**config.mk**
```make
export PLATFORM = sky130hd
export DESIGN_NAME = crystal_window_clock_calibrator_flat
export DESIGN_NICKNAME = d
export VERILOG_FILES = /design/src/hdl/cwcc_pkg.sv /design/src/hdl/cwcc_if.sv /design/src/hdl/cwcc_div.sv /design/src/hdl/cwcc_mul.sv /design/src/hdl/crystal_window_clock_calibrator.sv /design/src/flat_wrapper.sv
export SDC_FILE = /design/constraint.sdc
export NUM_CORES = 2
export LEC_CHECK = 0
export BUFFER_PORTS_ARGS = -buffer_cell sky130_fd_sc_hd__buf_2
export CORE_ASPECT_RATIO = 1.5
export CORE_MARGIN = 4
export CORE_UTILIZATION = 53
export DETAILED_ROUTE_END_ITERATION = 6
export PLACE_DENSITY = 0.74
export SYNTH_ARGS = -nofsm -noshare
export SYNTH_HDL_FRONTEND = slang
export SYNTH_SLANG_ARGS = --single-unit
```
**constraint.sdc**
```tcl
create_clock -name clk -period 6.2 [get_ports clk]
set_input_delay 0.31 -clock clk [delete_from_list [all_inputs] [get_ports clk]]
set_output_delay 0.31 -clock clk [all_outputs]
set_load 0.02 [all_outputs]
```
**src/hdl/cwcc_pkg.sv**
```systemverilog
package cwcc_pkg;

  localparam int CAPTURES_PER_WINDOW = 32;
  localparam int AVERAGE_SHIFT = 12;
  localparam int NOISE_WARMUP_WINDOWS = 8;

  localparam int CAP_W = 16;
  localparam int CNT_W = $clog2(CAPTURES_PER_WINDOW + 1);
  localparam int TICK_W = CAP_W + $clog2(CAPTURES_PER_WINDOW + 1);
  localparam int Q_FRAC = 24;
  localparam int DIVD_W = TICK_W + Q_FRAC;
  localparam int NOM_W = 22;
  localparam int SCALE_W = 26;
  localparam int ACC_W = SCALE_W + AVERAGE_SHIFT;
  localparam int CNT32_W = 32;
  localparam int PPM_W = 21;
  localparam int DEV_W = 25;
  localparam int PPM_K_W = 20;
  localparam int PROD_W = DEV_W + PPM_K_W;

  localparam logic [SCALE_W-1:0] Q24_ONE = SCALE_W'(1) << Q_FRAC;
  localparam logic [SCALE_W-1:0] RAW_LIMIT = SCALE_W'(1) << (Q_FRAC + 1);
  localparam logic [PPM_K_W-1:0] PPM_SCALE = PPM_K_W'(1000000);
  localparam logic [CAP_W-1:0] SPAN_LOW_INIT = '1;
  localparam logic [CNT32_W-1:0] CNT32_MAX = '1;

  typedef enum logic [2:0] {
    ST_REF    = 3'd0,
    ST_ACCEPT = 3'd1,
    ST_REJECT = 3'd2,
    ST_OVER   = 3'd3,
    ST_WINDOW = 3'd4
  } status_t;

  typedef enum logic [1:0] {
    CFG_ENABLE   = 2'd0,
    CFG_SPAN_MIN = 2'd1,
    CFG_SPAN_MAX = 2'd2,
    CFG_NOMINAL  = 2'd3
  } cfg_index_t;

  typedef enum logic [3:0] {
    S_IDLE, S_RAW_GO, S_RAW, S_AVG, S_MEAN,
    S_NOISE_GO, S_NOISE, S_SCALE_GO, S_SCALE, S_OUT
  } state_t;

  function automatic logic q24_below(input logic [SCALE_W-1:0] q);
    return q < Q24_ONE;
  endfunction

  function automatic logic [DEV_W-1:0] q24_dev(input logic [SCALE_W-1:0] q);
    logic [SCALE_W-1:0] d;
    d = (q < Q24_ONE) ? (Q24_ONE - q) : (q - Q24_ONE);
    return d[DEV_W-1:0];
  endfunction

  function automatic logic signed [PPM_W-1:0] prod_to_ppm(input logic neg,
                                                         input logic [PROD_W-1:0] p);
    logic [PROD_W:0] s;
    logic [PPM_W-1:0] mag;
    s = neg ? ({1'b0, p} + ((PROD_W + 1)'(1) << Q_FRAC) - (PROD_W + 1)'(1)) : {1'b0, p};
    mag = s[Q_FRAC +: PPM_W];
    return neg ? -$signed(mag) : $signed(mag);
  endfunction

endpackage

```
**src/hdl/cwcc_if.sv**
```systemverilog
interface cwcc_in_if import cwcc_pkg::*; ();
  logic             valid;
  logic             ready;
  logic [CAP_W-1:0] capture_value;
  logic             overcapture;
  modport source(output valid, capture_value, overcapture, input ready);
  modport sink(input valid, capture_value, overcapture, output ready);
endinterface

interface cwcc_out_if import cwcc_pkg::*; ();
  logic                      valid;
  logic                      ready;
  logic [2:0]                status;
  logic                      ready_res;
  logic [SCALE_W-1:0]        scale;
  logic [CNT32_W-1:0]        window_count;
  logic [CNT32_W-1:0]        reject_count;
  logic [CAP_W-1:0]          last_span_low;
  logic [CAP_W-1:0]          last_span_high;
  logic signed [PPM_W-1:0]   noise_ppm_low;
  logic signed [PPM_W-1:0]   noise_ppm_high;
  logic signed [PPM_W-1:0]   scale_ppm;
  modport source(output valid, status, ready_res, scale, window_count, reject_count,
                 last_span_low, last_span_high, noise_ppm_low, noise_ppm_high,
                 scale_ppm, input ready);
  modport sink(input valid, status, ready_res, scale, window_count, reject_count,
               last_span_low, last_span_high, noise_ppm_low, noise_ppm_high,
               scale_ppm, output ready);
endinterface

```
**src/hdl/cwcc_div.sv**
```systemverilog
module cwcc_div import cwcc_pkg::*; (
  input  logic              clk,
  input  logic              rst_n,
  input  logic              start,
  input  logic [DIVD_W-1:0] dividend,
  input  logic [NOM_W-1:0]  divisor,
  output logic              done,
  output logic [DIVD_W-1:0] quotient
);

  localparam int STEP_W = $clog2(DIVD_W + 1);

  logic [DIVD_W-1:0] quo_r, quo_nxt;
  logic [NOM_W-1:0]  rem_r, rem_nxt;
  logic [NOM_W-1:0]  dvs_r;
  logic [STEP_W-1:0] step_r, step_nxt;
  logic              done_r, done_nxt;
  logic [NOM_W:0]    trial;

  always_comb begin
    trial = {rem_r, quo_r[DIVD_W-1]};
    quo_nxt = {quo_r[DIVD_W-2:0], 1'b0};
    rem_nxt = trial[NOM_W-1:0];
    if (trial >= {1'b0, dvs_r}) begin
      rem_nxt = NOM_W'(trial - {1'b0, dvs_r});
      quo_nxt[0] = 1'b1;
    end
    step_nxt = step_r - STEP_W'(1);
    done_nxt = (step_r == STEP_W'(1));
  end

  always_ff @(posedge clk) begin
    if (!rst_n) begin
      step_r <= '0;
      done_r <= 1'b0;
    end else if (start) begin
      step_r <= STEP_W'(DIVD_W);
      done_r <= 1'b0;
    end else if (step_r != '0) begin
      step_r <= step_nxt;
      done_r <= done_nxt;
    end else begin
      done_r <= 1'b0;
    end
  end

  always_ff @(posedge clk) begin
    if (start) begin
      quo_r <= dividend;
      rem_r <= '0;
      dvs_r <= divisor;
    end else if (step_r != '0) begin
      quo_r <= quo_nxt;
      rem_r <= rem_nxt;
    end
  end

  assign done = done_r;
  assign quotient = quo_r;

endmodule

```
**src/hdl/cwcc_mul.sv**
```systemverilog
module cwcc_mul import cwcc_pkg::*; (
  input  logic              clk,
  input  logic              rst_n,
  input  logic              start,
  input  logic [DEV_W-1:0]  a,
  output logic              done,
  output logic [PROD_W-1:0] prod
);

  localparam int STEP_W = $clog2(DEV_W + 1);

  logic [DEV_W-1:0]  a_r;
  logic [PROD_W-1:0] acc_r, acc_nxt;
  logic [STEP_W-1:0] step_r;
  logic              done_r;

  always_comb begin
    acc_nxt = {acc_r[PROD_W-2:0], 1'b0} + (a_r[DEV_W-1] ? PROD_W'(PPM_SCALE) : '0);
  end

  always_ff @(posedge clk) begin
    if (!rst_n) begin
      step_r <= '0;
      done_r <= 1'b0;
    end else if (start) begin
      step_r <= STEP_W'(DEV_W);
      done_r <= 1'b0;
    end else if (step_r != '0) begin
      step_r <= step_r - STEP_W'(1);
      done_r <= (step_r == STEP_W'(1));
    end else begin
      done_r <= 1'b0;
    end
  end

  always_ff @(posedge clk) begin
    if (start) begin
      a_r <= a;
      acc_r <= '0;
    end else if (step_r != '0) begin
      a_r <= {a_r[DEV_W-2:0], 1'b0};
      acc_r <= acc_nxt;
    end
  end

  assign done = done_r;
  assign prod = acc_r;

endmodule

```
**src/hdl/crystal_window_clock_calibrator.sv**
```systemverilog
// An ordinary capture goes from idle to the output state, which loads the output register.
// A capture that closes a window waits for its result while a 46-step
// serial divider and a 25-step serial multiplier each run twice, one after the other.
// The second division is skipped once the running mean gives way to the average, and the first
// multiplication before the noise warm-up ends. A result waiting in the output register stalls
// the next capture. Synchronous active-low reset clears all but the datapath registers.
module crystal_window_clock_calibrator import cwcc_pkg::*; (
  input  logic             clk,
  input  logic             rst_n,
  cwcc_in_if.sink          in_if,
  cwcc_out_if.source       out_if,
  input  logic             cfg_we,
  input  logic [1:0]       cfg_index,
  input  logic [NOM_W-1:0] cfg_data
);

  state_t state_r, state_nxt;

  logic               enable_r;
  logic [CAP_W-1:0]   span_min_r, span_max_r;
  logic [NOM_W-1:0]   nom_r;
  logic               ref_held_r;
  logic [CAP_W-1:0]   prev_r;
  logic [TICK_W-1:0]  tick_r;
  logic [CNT_W-1:0]   cnt_r;
  logic [CAP_W-1:0]   wlow_r, whigh_r, dlow_r, dhigh_r;
  logic [ACC_W-1:0]   acc_r;
  logic [SCALE_W-1:0] scale_r, raw_r;
  logic [CNT32_W-1:0] wdone_r, rej_r;
  logic               nvalid_r, ready_r;
  logic signed [PPM_W-1:0] nlow_r, nhigh_r, scale_ppm_r;
  status_t            status_r;

  logic               ovalid_r;
  logic [2:0]         ostatus_r;
  logic               oready_res_r;
  logic [SCALE_W-1:0] oscale_r;
  logic [CNT32_W-1:0] owin_r, orej_r;
  logic [CAP_W-1:0]   olow_r, ohigh_r;
  logic signed [PPM_W-1:0] onlow_r, onhigh_r, oppm_r;

  logic               accept, load_out, in_mean, warm;
  logic [CAP_W-1:0]   span;
  logic               reject, finishing;
  logic [TICK_W-1:0]  tick_add;
  logic [CNT_W-1:0]   cnt_inc;
  logic [CAP_W-1:0]   wlow_upd, whigh_upd;
  logic [ACC_W-1:0]   acc_add, acc_ema;

  logic               div_start, div_done;
  logic [DIVD_W-1:0]  div_dividend, div_q;
  logic [NOM_W-1:0]   div_divisor;
  logic               mul_start, mul_done;
  logic [DEV_W-1:0]   mul_a;
  logic [PROD_W-1:0]  mul_p;
  logic signed [PPM_W-1:0] ppm_res;
  logic [SCALE_W-1:0] raw_sat;

  cwcc_div u_div (
    .clk(clk), .rst_n(rst_n), .start(div_start), .dividend(div_dividend),
    .divisor(div_divisor), .done(div_done), .quotient(div_q)
  );

  cwcc_mul u_mul (
    .clk(clk), .rst_n(rst_n), .start(mul_start), .a(mul_a), .done(mul_done), .prod(mul_p)
  );

  always_comb begin
    span = in_if.capture_value - prev_r;
    reject = (span < span_min_r) || (span > span_max_r);
    tick_add = tick_r + TICK_W'(span);
    cnt_inc = cnt_r + CNT_W'(1);
    finishing = (cnt_inc >= CNT_W'(CAPTURES_PER_WINDOW));
    wlow_upd = (span < wlow_r) ? span : wlow_r;
    whigh_upd = (span > whigh_r) ? span : whigh_r;
    in_mean = (wdone_r < (CNT32_W'(1) << AVERAGE_SHIFT));
    acc_add = acc_r + ACC_W'(raw_r);
    acc_ema = acc_r - (acc_r >> AVERAGE_SHIFT) + ACC_W'(raw_r);
    warm = (wdone_r > CNT32_W'(NOISE_WARMUP_WINDOWS));
    raw_sat = ((div_q >> (Q_FRAC + 1)) > DIVD_W'(1) ||
               (div_q > DIVD_W'(RAW_LIMIT))) ? RAW_LIMIT : div_q[SCALE_W-1:0];
    ppm_res = prod_to_ppm((state_r == S_NOISE) ? q24_below(raw_r) : q24_below(scale_r),
                          mul_p);
  end

  always_comb begin
    state_nxt = state_r;
    case (state_r)
      S_IDLE: begin
        if (in_if.valid && enable_r) begin
          state_nxt = (!in_if.overcapture && ref_held_r && !reject && finishing) ?
                      S_RAW_GO : S_OUT;
        end
      end
      S_RAW_GO:   state_nxt = S_RAW;
      S_RAW:      if (div_done) state_nxt = S_AVG;
      S_AVG:      state_nxt = in_mean ? S_MEAN : S_NOISE_GO;
      S_MEAN:     if (div_done) state_nxt = S_NOISE_GO;
      S_NOISE_GO: state_nxt = warm ? S_NOISE : S_SCALE_GO;
      S_NOISE:    if (mul_done) state_nxt = S_SCALE_GO;
      S_SCALE_GO: state_nxt = S_SCALE;
      S_SCALE:    if (mul_done) state_nxt = S_OUT;
      S_OUT:      if (!ovalid_r || out_if.ready) state_nxt = S_IDLE;
      default:    state_nxt = S_IDLE;
    endcase
  end

  always_comb begin
    in_if.ready = (state_r == S_IDLE);
    accept = in_if.valid && (state_r == S_IDLE);
    load_out = (state_r == S_OUT) && (!ovalid_r || out_if.ready);
    div_start = (state_r == S_RAW_GO) || ((state_r == S_AVG) && in_mean);
    div_dividend = (state_r == S_RAW_GO) ? {tick_r, Q_FRAC'(0)} : DIVD_W'(acc_add);
    div_divisor = (state_r == S_RAW_GO) ? ((nom_r == '0) ? NOM_W'(1) : nom_r) :
                  (NOM_W'(wdone_r) + NOM_W'(1));
    mul_start = ((state_r == S_NOISE_GO) && warm) || (state_r == S_SCALE_GO);
    mul_a = (state_r == S_NOISE_GO) ? q24_dev(raw_r) : q24_dev(scale_r);
  end

  always_ff @(posedge clk) begin
    if (!rst_n) begin
      state_r <= S_IDLE;
      enable_r <= 1'b0;
      span_min_r <= '0;
      span_max_r <= '1;
      nom_r <= NOM_W'(1);
      ref_held_r <= 1'b0;
      prev_r <= '0;
      tick_r <= '0;
      cnt_r <= '0;
      wlow_r <= SPAN_LOW_INIT;
      whigh_r <= '0;
      acc_r <= '0;
      scale_r <= Q24_ONE;
      raw_r <= '0;
      wdone_r <= '0;
      rej_r <= '0;
      dlow_r <= '0;
      dhigh_r <= '0;
      nvalid_r <= 1'b0;
      nlow_r <= '0;
      nhigh_r <= '0;
      scale_ppm_r <= '0;
      ready_r <= 1'b0;
      status_r <= ST_REF;
      ovalid_r <= 1'b0;
    end else begin
      state_r <= state_nxt;
      if (cfg_we) begin
        case (cfg_index_t'(cfg_index))
          CFG_ENABLE: begin
            enable_r <= cfg_data[0];
            if (cfg_data[0]) begin
              ref_held_r <= 1'b0;
              tick_r <= '0;
              cnt_r <= '0;
              wlow_r <= SPAN_LOW_INIT;
              whigh_r <= '0;
            end
          end
          CFG_SPAN_MIN: span_min_r <= cfg_data[CAP_W-1:0];
          CFG_SPAN_MAX: span_max_r <= cfg_data[CAP_W-1:0];
          CFG_NOMINAL:  nom_r <= cfg_data;
          default: ;
        endcase
      end
      if (accept && enable_r) begin
        if (in_if.overcapture) begin
          ref_held_r <= 1'b0;
          tick_r <= '0;
          cnt_r <= '0;
          wlow_r <= SPAN_LOW_INIT;
          whigh_r <= '0;
          status_r <= ST_OVER;
        end else if (!ref_held_r) begin
          prev_r <= in_if.capture_value;
          ref_held_r <= 1'b1;
          status_r <= ST_REF;
        end else begin
          prev_r <= in_if.capture_value;
          if (reject) begin
            if (rej_r != CNT32_MAX) rej_r <= rej_r + CNT32_W'(1);
            ref_held_r <= 1'b0;
            tick_r <= '0;
            cnt_r <= '0;
            wlow_r <= SPAN_LOW_INIT;
            whigh_r <= '0;
            status_r <= ST_REJECT;
          end else if (finishing) begin
            tick_r <= tick_add;
            cnt_r <= '0;
            dlow_r <= wlow_upd;
            dhigh_r <= whigh_upd;
            wlow_r <= SPAN_LOW_INIT;
            whigh_r <= '0;
            status_r <= ST_WINDOW;
          end else begin
            tick_r <= tick_add;
            cnt_r <= cnt_inc;
            wlow_r <= wlow_upd;
            whigh_r <= whigh_upd;
            status_r <= ST_ACCEPT;
          end
        end
      end
      if (state_r == S_RAW_GO) tick_r <= '0;
      if ((state_r == S_RAW) && div_done) raw_r <= raw_sat;
      if (state_r == S_AVG) begin
        if (in_mean) begin
          acc_r <= acc_add;
        end else begin
          acc_r <= acc_ema;
          scale_r <= acc_ema[AVERAGE_SHIFT +: SCALE_W];
        end
        if (wdone_r != CNT32_MAX) wdone_r <= wdone_r + CNT32_W'(1);
        ready_r <= 1'b1;
      end
      if ((state_r == S_MEAN) && div_done) scale_r <= div_q[SCALE_W-1:0];
      if ((state_r == S_NOISE) && mul_done) begin
        nvalid_r <= 1'b1;
        if (!nvalid_r || (ppm_res < nlow_r)) nlow_r <= ppm_res;
        if (!nvalid_r || (ppm_res > nhigh_r)) nhigh_r <= ppm_res;
      end
      if ((state_r == S_SCALE) && mul_done) scale_ppm_r <= ppm_res;
      if (load_out) begin
        ovalid_r <= 1'b1;
      end else if (out_if.ready) begin
        ovalid_r <= 1'b0;
      end
    end
  end

  always_ff @(posedge clk) begin
    if (load_out) begin
      ostatus_r <= status_r;
      oready_res_r <= ready_r;
      oscale_r <= scale_r;
      owin_r <= wdone_r;
      orej_r <= rej_r;
      olow_r <= dlow_r;
      ohigh_r <= dhigh_r;
      onlow_r <= warm ? nlow_r : '0;
      onhigh_r <= warm ? nhigh_r : '0;
      oppm_r <= scale_ppm_r;
    end
  end

  assign out_if.valid = ovalid_r;
  assign out_if.status = ostatus_r;
  assign out_if.ready_res = oready_res_r;
  assign out_if.scale = oscale_r;
  assign out_if.window_count = owin_r;
  assign out_if.reject_count = orej_r;
  assign out_if.last_span_low = olow_r;
  assign out_if.last_span_high = ohigh_r;
  assign out_if.noise_ppm_low = onlow_r;
  assign out_if.noise_ppm_high = onhigh_r;
  assign out_if.scale_ppm = oppm_r;

endmodule

```
**src/flat_wrapper.sv**
```systemverilog
// flat-port wrapper written by rule: the top's interface ports become plain ports
module crystal_window_clock_calibrator_flat import cwcc_pkg::*;
  (clk, rst_n, cfg_we, cfg_index, cfg_data, in_if_valid, in_if_capture_value, in_if_overcapture, in_if_ready, out_if_valid, out_if_status, out_if_ready_res, out_if_scale, out_if_window_count, out_if_reject_count, out_if_last_span_low, out_if_last_span_high, out_if_noise_ppm_low, out_if_noise_ppm_high, out_if_scale_ppm, out_if_ready);
  cwcc_in_if in_if_i ();
  cwcc_out_if out_if_i ();
  input  logic clk;
  input  logic rst_n;
  input  logic cfg_we;
  input  logic [1:0] cfg_index;
  input  logic [NOM_W-1:0] cfg_data;
  input wire logic [$bits(in_if_i.valid)-1:0] in_if_valid;
  input wire logic [$bits(in_if_i.capture_value)-1:0] in_if_capture_value;
  input wire logic [$bits(in_if_i.overcapture)-1:0] in_if_overcapture;
  output wire logic [$bits(in_if_i.ready)-1:0] in_if_ready;
  output wire logic [$bits(out_if_i.valid)-1:0] out_if_valid;
  output wire logic [$bits(out_if_i.status)-1:0] out_if_status;
  output wire logic [$bits(out_if_i.ready_res)-1:0] out_if_ready_res;
  output wire logic [$bits(out_if_i.scale)-1:0] out_if_scale;
  output wire logic [$bits(out_if_i.window_count)-1:0] out_if_window_count;
  output wire logic [$bits(out_if_i.reject_count)-1:0] out_if_reject_count;
  output wire logic [$bits(out_if_i.last_span_low)-1:0] out_if_last_span_low;
  output wire logic [$bits(out_if_i.last_span_high)-1:0] out_if_last_span_high;
  output wire logic [$bits(out_if_i.noise_ppm_low)-1:0] out_if_noise_ppm_low;
  output wire logic [$bits(out_if_i.noise_ppm_high)-1:0] out_if_noise_ppm_high;
  output wire logic [$bits(out_if_i.scale_ppm)-1:0] out_if_scale_ppm;
  input wire logic [$bits(out_if_i.ready)-1:0] out_if_ready;
  assign in_if_i.valid = in_if_valid;
  assign in_if_i.capture_value = in_if_capture_value;
  assign in_if_i.overcapture = in_if_overcapture;
  assign in_if_ready = in_if_i.ready;
  assign out_if_valid = out_if_i.valid;
  assign out_if_status = out_if_i.status;
  assign out_if_ready_res = out_if_i.ready_res;
  assign out_if_scale = out_if_i.scale;
  assign out_if_window_count = out_if_i.window_count;
  assign out_if_reject_count = out_if_i.reject_count;
  assign out_if_last_span_low = out_if_i.last_span_low;
  assign out_if_last_span_high = out_if_i.last_span_high;
  assign out_if_noise_ppm_low = out_if_i.noise_ppm_low;
  assign out_if_noise_ppm_high = out_if_i.noise_ppm_high;
  assign out_if_scale_ppm = out_if_i.scale_ppm;
  assign out_if_i.ready = out_if_ready;
  crystal_window_clock_calibrator u_core (.clk(clk), .rst_n(rst_n), .in_if(in_if_i), .out_if(out_if_i), .cfg_we(cfg_we), .cfg_index(cfg_index), .cfg_data(cfg_data));
endmodule
```
==> summary by stage <==
Place
The weighted congestion at the end of routability-driven global placement is 0.950. The placed instance area is 43200 µm². The post-placement cell count is 5688. The number of I/O port buffers is 236. Prior to clock tree synthesis, the placed netlist has a worst setup slack of 0.0686 ns. Once detailed placement completed, the half-perimeter wirelength came to 82100 µm.

Logic synthesis
The parity-gate share of the synthesized area counting xor and xnor cells is 5.89%. Measured against the total synthesized area, the mux share comes to 1.05%. The count of distinct cell types in the synthesized netlist is slightly below 100. For this run, the number of Yosys warnings is 0. After synthesis, the largest family of logic cells by area is compound AO/OA/AOI/OAI gates.

For this run, asynchronously set or reset flops after synthesis account for 0%. The number of instances in the synthesized netlist is 4575. The number of flops mapped to enable cells by yosys is 282. Sorting the synthesized cells by area gives the leading types as dfxtp_1 (23%), edfxtp_1 (21%), ha_1 (7.7%). The post-synthesis cell type with the largest combined area is dfxtp_1.

The fraction of the mapped netlist area in compound gates is 18.0%. For this run, the leading register cell type out of synthesis is dfxtp_1. In this run the cell area of the synthesized design comes to around 41000 µm². Summing the areas of all fa, ha and maj instances in the mapped netlist gives 9.13% of the synthesized area. The sequential cell area fraction in the yosys report is 43.5%. Dividing the synthesized area by the synthesized cell count gives 8.93 µm². The post-synthesis sequential element count is 747. The fraction of the mapped netlist area in simple logic gates is 17.4%.

The post-synthesis net count is 4901. Summed over its instances, the top area cell type makes up 22.8% of the synthesized netlist area.

Timing
The period utilization is 93.1%. The maximum frequency from static timing analysis is ~170 MHz. Headroom to the max-slew limit came out at 18.1%. The final number of hold-violating endpoints is 0. The slew at the pin with the worst max-slew slack is 1.22 ns. Setup slack closes at 0.429 ns. Clock skew on the completed layout was measured at 0.0525 ns. The time the final worst path needs with I/O delays and setup is slightly below 6 ns. The number of max-slew violations in the final report is 0. The summed negative setup slack over all endpoints is 0 ns. Setup violations remaining at the end of the flow were counted as 0.

Across all hold checks on the routed design, the worst slack comes to 0.0861 ns.

Drt
Dividing the detail-routed via count by the number of cells gives 5.92. The average routed wire per standard cell is 19.4 µm. The via count is around 35000.

The first routing iteration left 2409 violations. The first TritonRoute pass finished after 7 iterations. After detailed routing, the number of remaining DRC violations is 0. The post-detailed-routing wire length is 114000 µm. Once detail routing completed, the nets flagged for antenna violations numbered 0.

Pwr
The switching power summed over all nets is 5.50 mW. The total power of the final layout is 15.6 mW. Dividing total power by cell area gives a power density of 340 nW/µm². The clock network burns 27.9% of the power.

The internal power of the cells is 10.1 mW. Sequential cells burn 41.1% of the power. For this design the static power due to leakage is 18.3 nW. Per report_power, the combinational group accounts for a little under a third of the total. The proportion of total power due to net switching is 35.2%. The largest voltage drop on the vdd net is 0.000268 V.

Layout
With fillers left out, the area of the finished cells amounts to between 40000 and 50000 µm². From synthesis to final layout, the design area changed by 12.4%. The proportion of layout cells with a drive suffix above 1 is 10.2%. The final layout contains roughly 5100 nets. The number of standard cells in the final layout excluding fillers is around 6000. Leaving out fill and tap cells, the most frequent cells in the layout are nand2_1 (538), dfxtp_1 (465), nor2_1 (412). The final cell utilization of the core is 60.2%.

The most common cell after layout, fill and taps aside is nand2_1.

Hold path
The class of the most critical hold timing path is in -> reg. The worst hold path was traced through 3 stages.

Setup path
The worst register-to-register path has a depth of 21. The number of stages on the worst setup path is 21. Walking the worst path, the cells encountered are or4_4, and3b_2, a21oi_2, nand2_1, xor2_1, ha_1, inv_1, nor3_1, a2bb2oi_1, nor3_2, a311o_1, nand3_1, xor2_2, inv_2, ha_1, nand4_1, nor4_1, o21ai_0, a31oi_2, nand2_2, a211oi_1. STA classifies the critical path startpoint as a register.

The largest fanout of any net on the critical path is 13. For this design, the slowest cell found on the critical path is or4_4. The worst setup path is of the reg -> reg kind. Grouping stages by cell kind, the critical path spends the most delay in simple AND/OR/NAND/NOR gates. The worst stage delay on the critical path is 0.57 ns. The capturing element type of the critical path is a register. The cell occurring most often along the worst timing path is ha_1.

The data arrival time of the worst path is about 6.3 ns. Together, buffers and inverters on the worst path number 2. At the worst endpoint, the required time is 6.76 ns.

CTS
Counting every sink on the clock net gives 747. Clock-pin slew was measured on the worst setup and hold paths at 0.07 ns. TritonCTS built the clock tree.

The worst-case clock buffer depth is 3. In this run the clock root is driven by a clkbuf_16. At the later pin of the worst-skew pair, clock insertion delay measures around 0.67 ns. The number of clock buffers added by TritonCTS is 72. The number of levels in the clock H-tree is 3.

Floorplanning
The core box area is 76300 µm². The floorplan step set the die height to 348 µm. In this run the core area contains between 100 and 150 standard-cell rows. During I/O placement, the number of pins put on the boundary was approximately 240. Measured along the x axis, the die boundary spans between 200 and 250 µm.

The die covers approximately 82000 µm². The initial utilization of the core area, before any placement, comes to 53.5%.

Global route
The number of antenna violations at the first check in global routing is 2. Across every metal layer, demand over resource in global routing totals 26.9%. Summed over all layers, the global routing overflow is 0. The via count of the first global-routing pass is 33557. Entering global routing, the biggest net connects 163 pins.

The first global-routing pass estimated 180000 µm of wire.

Status
The flow ran to the end, and the final reports show no timing, DRC or antenna violations.

Job
Across the run, the number of max-cap violations was 0.
cell usage after synthesis, drive strengths merged (9+ instances only):
cell type	n
a2111oi	9
a211oi	84
a21o	58
a21oi	328
a22o	15
a22oi	71
a311oi	11
a31oi	47
a41oi	9
and2	36
and3	49
and4	11
buf	21
clkbuf	190
dfxtp	465
edfxtp	282
fa	30
ha	250
inv	331
mux2i	37
nand2	540
nand2b	30
nand3	126
nand3b	9
nand4	69
nor2	416
nor2b	35
nor3	89
nor4	47
o211a	9
o211ai	47
o21a	31
o21ai	278
o21bai	15
o22a	12
o22ai	20
o31ai	19
o41ai	9
or2	16
or3	33
or4	9
xnor2	169
xor2	104
flip-flops by register name, summed over array words and instances (netlist names), 32 cells and up:
signal	cells
u_core.acc_r	38
u_core.out_if.reject_count	32
u_core.out_if.window_count	32
u_core.rej_r	32
u_core.u_div.quotient	46
u_core.u_mul.prod	39
u_core.wdone_r	32
final cells by class:
cell class	instances	area, µm²
clock buffers	104	2010
clock inverters	30	317
well taps	1008	1260
diodes	1	2.50
repair buffers	357	2210
multi-input cells	3286	21100
flip-flops and latches	747	17800
inverters	332	1250
fillers	6714	30400
worst register-to-register path: cells and delay by family (launching register included):
family                     cells  cell delay [ns]
and+or+nand+nor                9             2.65
AOI/OAI and AO/OA              6             1.59
adders and majority gates      2             0.50
xor gates and xnor gates       2             0.41
DFF                            1             0.36
buffers and inverters          2             0.16
final timing paths:
kind	slack [ns]	start	end
hold / removal	0.09	cfg_index[1]	u_core.enable_r$_SDFFE_PN0P_
setup / recovery	0.43	u_core.u_mul.prod[19]$_SDFFE_PN0N_	u_core.nlow_r[0]$_SDFFE_PN0P_
setup reg to reg	0.43	u_core.u_mul.prod[19]$_SDFFE_PN0N_	u_core.nlow_r[0]$_SDFFE_PN0P_
hold reg to reg	0.43	u_core.scale_ppm_r[14]$_SDFFE_PN0P_	u_core.out_if.scale_ppm[14]$_DFFE_PP_
logic make-up after synthesis:
logic type,count (synthesis)
fa+ha+maj,280
xor+xnor,273
simple gates,1534
buf+inv,543
compound gates,1157
flops,747
mux,41
power by group through the flow:
stage,clock network [mW],registers (mW),logic [mW]
2_1_floorplan,0,6.42,3.54
3_3_place_gp,0,6.50,4.70
3_5_place_dp,0,6.51,4.78
4_1_cts,4.42,6.41,4.83
5_1_grt,4.61,6.49,5.39
6_report,4.35,6.42,4.83
routing by layer:
metal  track usage, %  share of wire [%]  vias to the layer above
met5                0              0.011                        -
met4             13.1                5.0                        2
met3             3.55                5.6                      293
met2             48.2                 50                     1147
met1             31.8                 39                    16578
li1                 -                  -                    16711
what timing repair did:
item                                    CTS  global route
pin swaps                                 0             2
setup buffers                             0             3
endpoints found under the hold margin    70             0
hold buffers                             38             0
endpoints found under the setup margin    7            21
resized for setup                         1             3
gates cloned                              0             1
(Power assumes the default switching activity.)
